**src/design/hhc_pkg.sv**
```systemverilog
`timescale 1ns / 1ps
package hhc_pkg;
	localparam int PosW = 24;
	localparam int VelW = 16;
	localparam int DistW = 25;
	localparam int SpdW = 16;
	localparam int StampW = 63;
	localparam int DwellW = 48;
	localparam int FlagW = 5;
	localparam int SumW = 52;
	localparam int RootW = 26;
	localparam int CfgIdxW = 3;
	localparam int CfgDataW = 48;

	localparam logic [CfgIdxW-1:0] REG_GOAL_X = 3'd0;
	localparam logic [CfgIdxW-1:0] REG_GOAL_Y = 3'd1;
	localparam logic [CfgIdxW-1:0] REG_GOAL_Z = 3'd2;
	localparam logic [CfgIdxW-1:0] REG_GOAL_TOL = 3'd3;
	localparam logic [CfgIdxW-1:0] REG_HOLD_TOL = 3'd4;
	localparam logic [CfgIdxW-1:0] REG_SPEED_LIM = 3'd5;
	localparam logic [CfgIdxW-1:0] REG_DWELL = 3'd6;

	localparam int FLAG_ARMED = 0;
	localparam int FLAG_AIR = 1;
	localparam int FLAG_POS = 2;
	localparam int FLAG_VEL = 3;
	localparam int FLAG_HOLD = 4;

	typedef struct packed {
		logic [StampW-1:0] stamp;
		logic [FlagW-1:0] status_flags;
		logic signed [PosW-1:0] position_x;
		logic signed [PosW-1:0] position_y;
		logic signed [PosW-1:0] position_z;
		logic signed [VelW-1:0] velocity_x;
		logic signed [VelW-1:0] velocity_y;
		logic signed [VelW-1:0] velocity_z;
		logic signed [PosW-1:0] hold_x;
		logic signed [PosW-1:0] hold_y;
		logic signed [PosW-1:0] hold_z;
	} in_word_t;

	typedef struct packed {
		logic [DistW-1:0] goal_distance;
		logic [DistW-1:0] hold_error;
		logic [SpdW-1:0] speed_value;
		logic confirmed;
		logic first_confirm;
	} out_word_t;

	// datapath operation select
	typedef enum logic [1:0] {
		OP_GOAL = 2'd0,
		OP_HOLD = 2'd1,
		OP_SPEED = 2'd2
	} op_t;

	typedef struct packed {
		logic load;
		logic sq_start;
		logic [1:0] term;
		logic acc_clear;
		logic acc_add;
		logic rt_start;
		logic rt_step;
		op_t op;
		logic store;
		logic decide;
	} cmd_t;

	typedef struct packed {
		logic rt_done;
	} stat_t;
endpackage

```
**src/design/hhc_if.sv**
```systemverilog
`timescale 1ns / 1ps
interface hhc_in_if;
	logic valid;
	logic ready;
	hhc_pkg::in_word_t data;
	modport source(output valid, output data, input ready);
	modport sink(input valid, input data, output ready);
endinterface

interface hhc_out_if;
	logic valid;
	logic ready;
	hhc_pkg::out_word_t data;
	modport source(output valid, output data, input ready);
	modport sink(input valid, input data, output ready);
endinterface

```
**src/design/hhc_ctrl.sv**
```systemverilog
`timescale 1ns / 1ps
module hhc_ctrl (
	input logic clk,
	input logic arst_n,
	input logic in_valid,
	output logic in_ready,
	output logic out_valid,
	input logic out_ready,
	output hhc_pkg::cmd_t cmd,
	input hhc_pkg::stat_t stat
);
	typedef enum logic [6:0] {
		S_IDLE = 7'b0000001,
		S_SQ = 7'b0000010,
		S_ACC = 7'b0000100,
		S_ROOT = 7'b0001000,
		S_STORE = 7'b0010000,
		S_DEC = 7'b0100000,
		S_OUT = 7'b1000000
	} state_t;

	state_t state_q;
	logic [1:0] term_q;
	hhc_pkg::op_t op_q;

	assign in_ready = (state_q == S_IDLE);
	assign out_valid = (state_q == S_OUT);

	always_comb begin
		cmd = '0;
		cmd.term = term_q;
		cmd.op = op_q;
		unique case (state_q)
			S_IDLE: cmd.load = in_valid;
			S_SQ: cmd.sq_start = 1'b1;
			S_ACC: cmd.acc_add = 1'b1;
			S_ROOT: cmd.rt_step = 1'b1;
			S_STORE: cmd.store = 1'b1;
			S_DEC: cmd.decide = 1'b1;
			S_OUT: ;
			default: ;
		endcase
		if (state_q == S_IDLE || state_q == S_STORE) cmd.acc_clear = 1'b1;
		if (state_q == S_ACC && term_q == 2'd2) cmd.rt_start = 1'b1;
	end

	always_ff @(posedge clk or negedge arst_n) begin
		if (!arst_n) begin
			state_q <= S_IDLE;
			term_q <= '0;
			op_q <= hhc_pkg::OP_GOAL;
		end else begin
			unique case (state_q)
				S_IDLE: if (in_valid) begin
					state_q <= S_SQ;
					term_q <= '0;
					op_q <= hhc_pkg::OP_GOAL;
				end
				S_SQ: state_q <= S_ACC;
				S_ACC: if (term_q == 2'd2) state_q <= S_ROOT;
					else begin
						term_q <= term_q + 2'd1;
						state_q <= S_SQ;
					end
				S_ROOT: if (stat.rt_done) state_q <= S_STORE;
				S_STORE: begin
					term_q <= '0;
					unique case (op_q)
						hhc_pkg::OP_GOAL: begin
							op_q <= hhc_pkg::OP_HOLD;
							state_q <= S_SQ;
						end
						hhc_pkg::OP_HOLD: begin
							op_q <= hhc_pkg::OP_SPEED;
							state_q <= S_SQ;
						end
						default: state_q <= S_DEC;
					endcase
				end
				S_DEC: state_q <= S_OUT;
				S_OUT: if (out_ready) state_q <= S_IDLE;
				default: state_q <= S_IDLE;
			endcase
		end
	end
endmodule

```
**src/design/hhc_dp.sv**
```systemverilog
`timescale 1ns / 1ps
module hhc_dp (
	input logic clk,
	input logic arst_n,
	input logic cfg_we,
	input logic [hhc_pkg::CfgIdxW-1:0] cfg_index,
	input logic [hhc_pkg::CfgDataW-1:0] cfg_data,
	input hhc_pkg::in_word_t in_data,
	input hhc_pkg::cmd_t cmd,
	output hhc_pkg::stat_t stat,
	output hhc_pkg::out_word_t out_data
);
	localparam int DW = hhc_pkg::PosW + 1;
	localparam int SqW = 2 * DW;

	logic signed [hhc_pkg::PosW-1:0] goal_x_q, goal_y_q, goal_z_q;
	logic [hhc_pkg::DistW-1:0] goal_tol_q, hold_tol_q;
	logic [hhc_pkg::SpdW-1:0] speed_lim_q;
	logic [hhc_pkg::DwellW-1:0] dwell_q;

	hhc_pkg::in_word_t in_q;
	logic confirmed_q, running_q, newly_q;
	logic [hhc_pkg::StampW-1:0] start_q;

	logic [SqW-1:0] sq_q;
	logic [hhc_pkg::SumW-1:0] acc_q;
	logic [hhc_pkg::SumW-1:0] rem_q;
	logic [hhc_pkg::RootW-1:0] root_q;
	logic [4:0] cnt_q;
	logic [hhc_pkg::DistW-1:0] gd_q, he_q;
	logic [hhc_pkg::SpdW-1:0] sp_q;

	always_ff @(posedge clk or negedge arst_n) begin
		if (!arst_n) begin
			goal_x_q <= '0;
			goal_y_q <= '0;
			goal_z_q <= '0;
			goal_tol_q <= hhc_pkg::DistW'(500);
			hold_tol_q <= hhc_pkg::DistW'(300);
			speed_lim_q <= hhc_pkg::SpdW'(200);
			dwell_q <= hhc_pkg::DwellW'(2000000000);
		end else if (cfg_we) begin
			unique case (cfg_index)
				hhc_pkg::REG_GOAL_X: goal_x_q <= cfg_data[hhc_pkg::PosW-1:0];
				hhc_pkg::REG_GOAL_Y: goal_y_q <= cfg_data[hhc_pkg::PosW-1:0];
				hhc_pkg::REG_GOAL_Z: goal_z_q <= cfg_data[hhc_pkg::PosW-1:0];
				hhc_pkg::REG_GOAL_TOL: goal_tol_q <= cfg_data[hhc_pkg::DistW-1:0];
				hhc_pkg::REG_HOLD_TOL: hold_tol_q <= cfg_data[hhc_pkg::DistW-1:0];
				hhc_pkg::REG_SPEED_LIM: speed_lim_q <= cfg_data[hhc_pkg::SpdW-1:0];
				hhc_pkg::REG_DWELL: dwell_q <= cfg_data;
				default: ;
			endcase
		end
	end

	always_ff @(posedge clk) if (cmd.load) in_q <= in_data;

	// operand select for one squared term
	logic signed [DW-1:0] a, b, d;
	logic [DW-1:0] m;
	always_comb begin
		a = '0;
		b = '0;
		unique case (cmd.op)
			hhc_pkg::OP_SPEED: begin
				unique case (cmd.term)
					2'd0: a = DW'(in_q.velocity_x);
					2'd1: a = DW'(in_q.velocity_y);
					default: a = DW'(in_q.velocity_z);
				endcase
			end
			default: begin
				unique case (cmd.term)
					2'd0: a = DW'(in_q.position_x);
					2'd1: a = DW'(in_q.position_y);
					default: a = DW'(in_q.position_z);
				endcase
				if (cmd.op == hhc_pkg::OP_GOAL) begin
					unique case (cmd.term)
						2'd0: b = DW'(goal_x_q);
						2'd1: b = DW'(goal_y_q);
						default: b = DW'(goal_z_q);
					endcase
				end else begin
					unique case (cmd.term)
						2'd0: b = DW'(in_q.hold_x);
						2'd1: b = DW'(in_q.hold_y);
						default: b = DW'(in_q.hold_z);
					endcase
				end
			end
		endcase
		d = a - b;
		m = d[DW-1] ? DW'(-d) : DW'(d);
	end

	always_ff @(posedge clk) begin
		if (cmd.sq_start) sq_q <= m * m;
		if (cmd.acc_clear) acc_q <= '0;
		else if (cmd.acc_add) acc_q <= acc_q + hhc_pkg::SumW'(sq_q);
	end

	// radix-4 restoring square root, one result bit a cycle
	logic [hhc_pkg::SumW-1:0] trial, rem_sh;
	logic [hhc_pkg::RootW-1:0] root_sh;
	always_comb begin
		rem_sh = {rem_q[hhc_pkg::SumW-3:0], 2'b00};
		root_sh = {root_q[hhc_pkg::RootW-2:0], 1'b0};
		trial = hhc_pkg::SumW'({root_sh, 1'b1});
	end

	logic [hhc_pkg::SumW-1:0] src_q;
	logic [hhc_pkg::SumW-1:0] part;
	assign part = {rem_q[hhc_pkg::SumW-3:0], src_q[hhc_pkg::SumW-1 -: 2]};

	always_ff @(posedge clk) begin
		if (cmd.rt_start) begin
			src_q <= acc_q + hhc_pkg::SumW'(sq_q);
			rem_q <= '0;
			root_q <= '0;
			cnt_q <= '0;
		end else if (cmd.rt_step && cnt_q != 5'(hhc_pkg::RootW)) begin
			src_q <= {src_q[hhc_pkg::SumW-3:0], 2'b00};
			cnt_q <= cnt_q + 5'd1;
			if (part >= trial) begin
				rem_q <= part - trial;
				root_q <= {root_q[hhc_pkg::RootW-2:0], 1'b1};
			end else begin
				rem_q <= part;
				root_q <= root_sh;
			end
		end
	end
	assign stat.rt_done = (cnt_q == 5'(hhc_pkg::RootW)) && !cmd.rt_start;

	logic pos_ok, vel_ok, hold_ok;
	assign pos_ok = in_q.status_flags[hhc_pkg::FLAG_POS];
	assign vel_ok = in_q.status_flags[hhc_pkg::FLAG_VEL];
	assign hold_ok = in_q.status_flags[hhc_pkg::FLAG_HOLD];

	always_ff @(posedge clk) if (cmd.store) begin
		unique case (cmd.op)
			hhc_pkg::OP_GOAL: gd_q <= pos_ok ? root_q[hhc_pkg::DistW-1:0] : '1;
			hhc_pkg::OP_HOLD: he_q <= (pos_ok && hold_ok) ? root_q[hhc_pkg::DistW-1:0] : '1;
			default: sp_q <= vel_ok ? root_q[hhc_pkg::SpdW-1:0] : '1;
		endcase
	end

	logic stable;
	logic [hhc_pkg::StampW-1:0] elapsed;
	assign stable = (in_q.stamp != '0) && in_q.status_flags[hhc_pkg::FLAG_ARMED]
		&& in_q.status_flags[hhc_pkg::FLAG_AIR] && hold_ok && pos_ok && vel_ok
		&& (gd_q <= goal_tol_q) && (he_q <= hold_tol_q) && (sp_q <= speed_lim_q);
	assign elapsed = in_q.stamp - start_q;

	always_ff @(posedge clk or negedge arst_n) begin
		if (!arst_n) begin
			confirmed_q <= 1'b0;
			running_q <= 1'b0;
			start_q <= '0;
			newly_q <= 1'b0;
		end else if (cmd.decide) begin
			newly_q <= 1'b0;
			if (!confirmed_q) begin
				if (!stable) running_q <= 1'b0;
				else if (!running_q || in_q.stamp < start_q) begin
					running_q <= 1'b1;
					start_q <= in_q.stamp;
				end else if (elapsed >= hhc_pkg::StampW'(dwell_q)) begin
					confirmed_q <= 1'b1;
					newly_q <= 1'b1;
				end
			end
		end
	end

	assign out_data.goal_distance = gd_q;
	assign out_data.hold_error = he_q;
	assign out_data.speed_value = sp_q;
	assign out_data.confirmed = confirmed_q;
	assign out_data.first_confirm = newly_q;
endmodule

```
**src/design/hover_hold_confirmation_top.sv**
```systemverilog
`timescale 1ns / 1ps
// channel  dir  payload
// in_ch    in   in_word_t sample
// out_ch   out  out_word_t result
// cfg      in   cfg_we / cfg_index / cfg_data
// each word runs the shared squarer and the one-bit-a-cycle square root once for
// each of three values: goal distance, hold error and speed
// the result is held in registers until taken; no new word is taken meanwhile
// arst_n clears control and loads register defaults
module hover_hold_confirmation_top (
	input logic clk,
	input logic arst_n,
	hhc_in_if.sink in_ch,
	hhc_out_if.source out_ch,
	input logic cfg_we,
	input logic [hhc_pkg::CfgIdxW-1:0] cfg_index,
	input logic [hhc_pkg::CfgDataW-1:0] cfg_data
);
	hhc_pkg::cmd_t cmd;
	hhc_pkg::stat_t stat;

	hhc_ctrl u_ctrl (
		.clk(clk), .arst_n(arst_n),
		.in_valid(in_ch.valid), .in_ready(in_ch.ready),
		.out_valid(out_ch.valid), .out_ready(out_ch.ready),
		.cmd(cmd), .stat(stat)
	);

	hhc_dp u_dp (
		.clk(clk), .arst_n(arst_n),
		.cfg_we(cfg_we), .cfg_index(cfg_index), .cfg_data(cfg_data),
		.in_data(in_ch.data), .cmd(cmd), .stat(stat), .out_data(out_ch.data)
	);
endmodule

```
**src/flat_wrapper.sv**
```systemverilog
// flat-port wrapper written by rule: the top's interface ports become plain ports
module hover_hold_confirmation_top_flat 
  (clk, arst_n, cfg_we, cfg_index, cfg_data, in_ch_valid, in_ch_data, in_ch_ready, out_ch_valid, out_ch_data, out_ch_ready);
  hhc_in_if in_ch_i ();
  hhc_out_if out_ch_i ();
  input logic clk;
  input logic arst_n;
  input logic cfg_we;
  input logic [hhc_pkg::CfgIdxW-1:0] cfg_index;
  input logic [hhc_pkg::CfgDataW-1:0] cfg_data;
  input wire logic [$bits(in_ch_i.valid)-1:0] in_ch_valid;
  input wire logic [$bits(in_ch_i.data)-1:0] in_ch_data;
  output wire logic [$bits(in_ch_i.ready)-1:0] in_ch_ready;
  output wire logic [$bits(out_ch_i.valid)-1:0] out_ch_valid;
  output wire logic [$bits(out_ch_i.data)-1:0] out_ch_data;
  input wire logic [$bits(out_ch_i.ready)-1:0] out_ch_ready;
  assign in_ch_i.valid = in_ch_valid;
  assign in_ch_i.data = in_ch_data;
  assign in_ch_ready = in_ch_i.ready;
  assign out_ch_valid = out_ch_i.valid;
  assign out_ch_data = out_ch_i.data;
  assign out_ch_i.ready = out_ch_ready;
  hover_hold_confirmation_top u_core (.clk(clk), .arst_n(arst_n), .in_ch(in_ch_i), .out_ch(out_ch_i), .cfg_we(cfg_we), .cfg_index(cfg_index), .cfg_data(cfg_data));
endmodule
```
**config.mk**
```make
export PLATFORM = sky130hd
export DESIGN_NAME = hover_hold_confirmation_top_flat
export DESIGN_NICKNAME = d
export VERILOG_FILES = /design/src/design/hhc_pkg.sv /design/src/design/hhc_if.sv /design/src/design/hhc_ctrl.sv /design/src/design/hhc_dp.sv /design/src/design/hover_hold_confirmation_top.sv /design/src/flat_wrapper.sv
export SDC_FILE = /design/constraint.sdc
export NUM_CORES = 2
export LEC_CHECK = 0
export ABC_CLOCK_PERIOD_IN_PS = 13700
export BUFFER_PORTS_ARGS = -buffer_cell sky130_fd_sc_hd__buf_4
export CAP_MARGIN = 10
export CORE_AREA = 2 2 340 342
export CTS_CLUSTER_DIAMETER = 200
export DETAILED_ROUTE_END_ITERATION = 7
export DIE_AREA = 0 0 342 344
export HOLD_SLACK_MARGIN = 0.12
export PLACE_DENSITY = 0.78
export REMOVE_ABC_BUFFERS = 1
export SYNTH_ARGS = -nofsm -noshare
export SYNTH_HDL_FRONTEND = slang
export SYNTH_SLANG_ARGS = --single-unit
```
**constraint.sdc**
```tcl
create_clock -name clk -period 13.7 [get_ports clk]
set_clock_uncertainty 0.1 [all_clocks]
set_input_delay 0.685 -clock clk [delete_from_list [all_inputs] [get_ports clk]]
set_output_delay 0.685 -clock clk [all_outputs]
set_load 0.01 [all_outputs]
```
Word-level counts from Yosys, hierarchy flattened
Cells that the tools add are included.

Eq/ne operators: 25. Reduce and logical (&&, ||, !) cells: 39. Magnitude comparators: 6. $mul: 1. Add/subtract/negate cells: 7. Bitwise gates (word level): 2. Muxes and demuxes: 38.

Operators with widths (number): 25-bit case mux with 2 select lines (4); 52-bit 2-to-1 mux (2); 25-bit 2-to-1 mux (4); 63-bit by 48-bit >= comparator with 1-bit output (1); 63-bit less-than comparator (1); 63-bit nonzero test (1); 63-bit subtractor (1); 52-bit by 50-bit adder with 52-bit output (1); 52-bit by 27-bit >= comparator with 1-bit output (1); 25-bit <= comparator (2); 25-bit by 25-bit multiplier with 50-bit output (1); 50-bit 2-to-1 mux (1); 50-bit by 27-bit subtractor with 50-bit output (1); 7-bit case mux with 7 select lines (1); 25-bit negator (1); 25-bit subtractor (1); 7-bit 2-to-1 mux (3); 2-bit AND reduction (10); 16-bit <= comparator (1); 1-bit 2-to-1 mux (16); 1-bit logical AND (12); 3-bit AND reduction (4); 3-bit == test, second input constant (3); 2-bit case mux with 2 select lines (2); 31 further kinds (43).

Output and inout bits: 70. Bits in registers: 823. Bits of input ports: 316.

Depth between registers and ports, before layout
Depth after elaboration: 11. Gate-level depth with buffers: 52. Gate-level depth less buffers: 48.

Cells and area by module
Synthesis repeated with hierarchy kept, for this count alone.

Cell total of the unflattened synthesis: 6008. Area total of the unflattened synthesis: 61617.8 sq um.

Modules (own cells, without submodules): hhc_dp (area an instance 60873.4 sq um, cells each 5923, instances 1); hhc_ctrl (area an instance 744.5 sq um, cells each 85, instances 1).

Least setup slack after synthesis
No wires, ideal clock.

Path kind: register -> register. Start point: register u_core.u_ctrl.term_q[0]. End point: register u_core.u_dp.sq_q[43] (data pin). Period minus slack after synthesis: 11873 ps. Library setup time: 279 ps. Data required time: 13321 ps. Arrival: 11494 ps. Cell stages (with the launch flop): 47. Path slack: 1827 ps. Buffers on the path: 6. Cell sequence: dfrtp_1 > inv_1 > ha_1 > clkbuf_1 > nor2_1 > clkbuf_1 > clkbuf_1 > nor2_1 > nor2_1 > ha_1 > inv_1 > fa_1 > a211oi_1 > o21ai_1 > a21o_1 > a21oi_2 > o21ai_0 > o41ai_1 > [... 11 more ...] > inv_1 > fa_1 > fa_1 > inv_1 > fa_1 > fa_1 > inv_1 > ha_1 > and3_1 > a311oi_1 > o21ai_0 > a21oi_1 > o41ai_1 > o22ai_1 > o21ai_0 > a21o_1 > nor4b_1 > or4b_2.

Longest elaborated chain between the ends: 8. Elaborated cells between the ends (all ways): 13. Those cells by class: 2 x add/sub; 1 x mul; 1 x eq/ne; 8 x mux; 1 x reduce/logical.

Ends and longest elaborated chain: start, declared (RTL line hhc_ctrl.sv:23) `logic [1:0] term_q;`; start signal, assigned (RTL line hhc_ctrl.sv:62) `term_q <= term_q + 2'd1;`; 2-bit by 1-bit == test with 1-bit output / 2-bit logical NOT (equally long branches); 25-bit case mux with 2 select lines, on equally long branches (RTL line hhc_dp.sv:85, hhc_dp.sv:79); 25-bit 2-to-1 mux (RTL line hhc_dp.sv:78) `if (cmd.op == hhc_pkg::OP_GOAL) begin`; 25-bit 2-to-1 mux (RTL line hhc_dp.sv:64) `unique case (cmd.op)`; 25-bit subtractor (*) (RTL line hhc_dp.sv:93) `d = a - b;`; 25-bit negator (RTL line hhc_dp.sv:94) `m = d[DW-1] ? DW'(-d) : DW'(d);`; 25-bit 2-to-1 mux (*) (RTL line hhc_dp.sv:94); 25-bit by 25-bit multiplier with 50-bit output (*) (RTL line hhc_dp.sv:98) `if (cmd.sq_start) sq_q <= m * m;`; end signal, assigned (RTL line hhc_dp.sv:98); end, declared (RTL line hhc_dp.sv:25) `logic [SqW-1:0] sq_q;`.

Mark *: on every way between the ends. The rest lies on a longest branch, timed or not. A chain may end at the register's enable or synchronous reset.

Worst setup path in the final report
Ends and elaborated chain as after synthesis.

==> impl_metrics.ini <==
[outcome]
outcome = finished, final reports clean

[floorplanning]
dieArea_um2 = 118000
coreArea_um2 = 114000
initial_core_util = 0.525
chipWidth_um = 342
die_h_um = 344
rows = 124
io_pins = 386

[timing]
drv_slew = 0
finalHoldViolCount = 0
setup_violations = 0
max-slew-margin-rel = 0.243
worst_slack_ns = 0.383
setup-tns-final_ns = 0
period_minus_slack_ns = 13.32
worst_slew_pin_slew_ns = 1.13
finalCritPeriodShare = 0.972
fmax_ghz = 0.0751

[clock_tree]
clk_latency_ns = 0.69
ctsRootBufferMaster = clkbuf_16
cts_buffer_depth = 3
cts_tree = built
clk_pin_slew_worst_paths_ns = 0.07
cts_max_level = 3
cts_buffers = 87
cts.sinks = 822

[logic_synthesis]
ys_seq_area_frac = 0.369
ys_types = 93
postSynthCellCount = 5762
synth_top_cell_area_share = 0.214
yosys_most_used_dff = edfxtp_1
synth.avg_cell_area_um2 = 10.4
synth_edf_count = 427
synth.area.top_cells = edfxtp_1, fa_1, dfrtp_1
yosysTopAreaCell = edfxtp_1
async_reset_ff_frac = 0.320
ys_ff_latch = 822
yosys_warnings = 0
synth_area_um2 = 59800

[drt]
firstDrtPassIters = 7
drc = 0
wl_per_cell_um = 22.4
drt-initial-drc-count = 4366
totalWireLength_mm = 179
vias = 46800
antenna_left = 0
drt-vias-per-instance = 5.84

[setup_path]
path_max_fanout = 20
worstSetupStartpointType = register
cp_slowest_cell = fa_1
path_class = register to register
cp_data_arrival_time_ns = 13.62
critPathRequiredTime_ns = 14.01
critPathCaptureType = register
cp_slowest_stage_delay_ns = 0.66

[layout]
syn_to_final_growth_pct = 17.9
fin_nets = 7660
drive_gt1_frac = 0.149
finalNonFillerCells = 8015
fillers = 8873

[global_route]
grt_pass1_vias = 48200
grt-ovfl-total = 0
antenna_found_initial = 16
grt_max_degree = 124
grt_pass1_wl_mm = 273
grt_util_all_layers = 0.302

[place]
dp_cells = 7554
place_ws_ns = 0.405
gp_congestion = 0.989
hpwl_mm = 131
port_buffers = 385

[run]
drv.max_cap_violation_count = 0

[hold_path]
hold_path.class = primary input to register
==> repair_timing <==
item / CTS / global route
setup buffers: 0 / 3
setup endpoints to repair: 0 / 9
endpoints found under the hold margin: 369 / 0
resized for setup: 0 / 9
hold buffers: 273 / 0
==> critical path, delay by kind of cell (launching register included) <==
kind / cells / cell delay, ns
xor+xnor: 1 / 0.07
flops: 1 / 0.41
fa+ha+maj: 10 / 4.87
compound gates: 17 / 3.49
buf+inv: 11 / 1.44
simple gates: 7 / 2.61
==> cell families after synthesis <==
kind of cell,Yosys count,share of synthesized area
other cells,2,0.000126
xor+xnor,248,0.0364
simple gates,1269,0.0968
flops,822,0.369
fa+ha+maj,936,0.255
compound gates,1141,0.126
buf+inv,1091,0.0691
mux,253,0.0472
==> stage by stage <==
stage          area, um2   util  hold slack (ns)
3_3_place_gp       64600  0.568            0.337
5_1_grt            70500  0.619            0.137
4_1_cts            70400  0.618            0.122
6_report           70600  0.620            0.142
3_5_place_dp       64600  0.568            0.350
2_1_floorplan      59100      -            0.289
==> layer usage <==
metal / up-vias / GRT usage / wire length, um / part of all wire
met5: - / 0 / 77 / 0.00043
met4: 12 / 0.182 / 12700 / 0.071
met3: 630 / 0.0623 / 15400 / 0.086
met2: 2277 / 0.499 / 84600 / 0.47
met1: 22900 / 0.366 / 66400 / 0.37
li1: 20900 / - / - / -
==> Yosys cell counts, types with 20 or more instances <==
| master | number |
|---|---|
| a211oi_1 | 35 |
| a21o_1 | 152 |
| a21oi_1 | 236 |
| a221o_1 | 27 |
| a22o_1 | 61 |
| a22oi_1 | 73 |
| a31oi_1 | 53 |
| and2_1 | 30 |
| and3_1 | 22 |
| buf_2 | 20 |
| clkbuf_1 | 176 |
| dfrtp_1 | 236 |
| dfstp_2 | 27 |
| dfxtp_1 | 132 |
| edfxtp_1 | 427 |
| fa_1 | 473 |
| ha_1 | 463 |
| inv_1 | 877 |
| mux2_2 | 231 |
| mux2i_1 | 22 |
| nand2_1 | 565 |
| nand2b_1 | 38 |
| nand3_1 | 51 |
| nand4_1 | 71 |
| nor2_1 | 281 |
| nor2b_1 | 32 |
| nor3_1 | 57 |
| nor4_1 | 27 |
| o211ai_1 | 21 |
| o21a_1 | 35 |
| o21ai_0 | 240 |
| o21bai_1 | 42 |
| o22ai_1 | 55 |
| or2_2 | 22 |
| or3_1 | 27 |
| xnor2_1 | 157 |
| xor2_1 | 90 |
==> final cells by class <==
| type | instances | area (um2) | area share |
|---|---|---|---|
| sequential | 822 | 22100 | 0.313 |
| clock buffer | 106 | 2350 | 0.0333 |
| antenna | 20 | 50.0 | 0.000709 |
| tap | 1512 | 1890 | 0.0268 |
| clock inverter | 58 | 717 | 0.0102 |
| timing repair buffer | 746 | 6320 | 0.0896 |
| inverter | 884 | 3320 | 0.0471 |
| multi-input combinational | 3867 | 33800 | 0.479 |
==> final timing paths <==
kind,from,to,slack (ns),cells after the start
worst max-delay path,u_core.u_ctrl.term_q[0],u_core.u_dp.sq_q[43],0.38,46
worst min-delay path,cfg_data[40],u_core.u_dp.dwell_q[40],0.14,2
worst max register to register,u_core.u_ctrl.term_q[0],u_core.u_dp.sq_q[43],0.38,46
worst min register to register,u_core.u_dp.acc_q[49],u_core.u_dp.acc_q[49],0.36,2
max in group asynchronous,arst_n,u_core.u_dp.goal_y_q[6],11.24,3
min in group asynchronous,arst_n,u_core.u_dp.hold_tol_q[21],0.58,2
==> layout by cell type, fill, tap and decap left out, drive strengths merged, types with 31 or more instances in the layout <==
cell type / n
dfrtp: 236
edfxtp: 427
buf: 473
a22o: 61
nor3: 57
o21ai: 243
nand4: 71
a21oi: 238
a21o: 154
dlygate4sd3: 273
o21a: 36
nand3: 51
and2: 31
xnor2: 158
o22ai: 55
o21bai: 42
dfxtp: 132
ha: 463
fa: 473
clkbuf: 106
nand2: 565
nor2: 282
clkinv: 37
a31oi: 53
mux2: 231
nor2b: 32
a22oi: 73
nand2b: 38
inv: 890
a211oi: 36
xor2: 90
==> state kept, by name (all words and copies together) (netlist names), 2 cells and up <==
register,count
u_core.u_ctrl.op_q,2
u_core.u_dp.root_q,25
u_core.u_dp.goal_tol_q,25
u_core.u_dp.speed_lim_q,16
u_core.u_dp.hold_tol_q,25
u_core.u_dp.acc_q,52
u_core.u_dp.goal_y_q,24
u_core.u_dp.in_q,259
u_core.u_dp.src_q,52
u_core.u_dp.he_q,25
u_core.u_ctrl.state_q,7
u_core.u_dp.rem_q,50
u_core.u_dp.goal_x_q,24
u_core.u_dp.goal_z_q,24
u_core.u_dp.dwell_q,48
u_core.u_dp.start_q,63
u_core.u_ctrl.term_q,2
u_core.u_dp.sq_q,49
u_core.u_dp.cnt_q,5
u_core.u_dp.sp_q,16
u_core.u_dp.gd_q,25
Power is not shown: default switching activity piles up to over one toggle a cycle in this logic, so the estimate is an artifact.
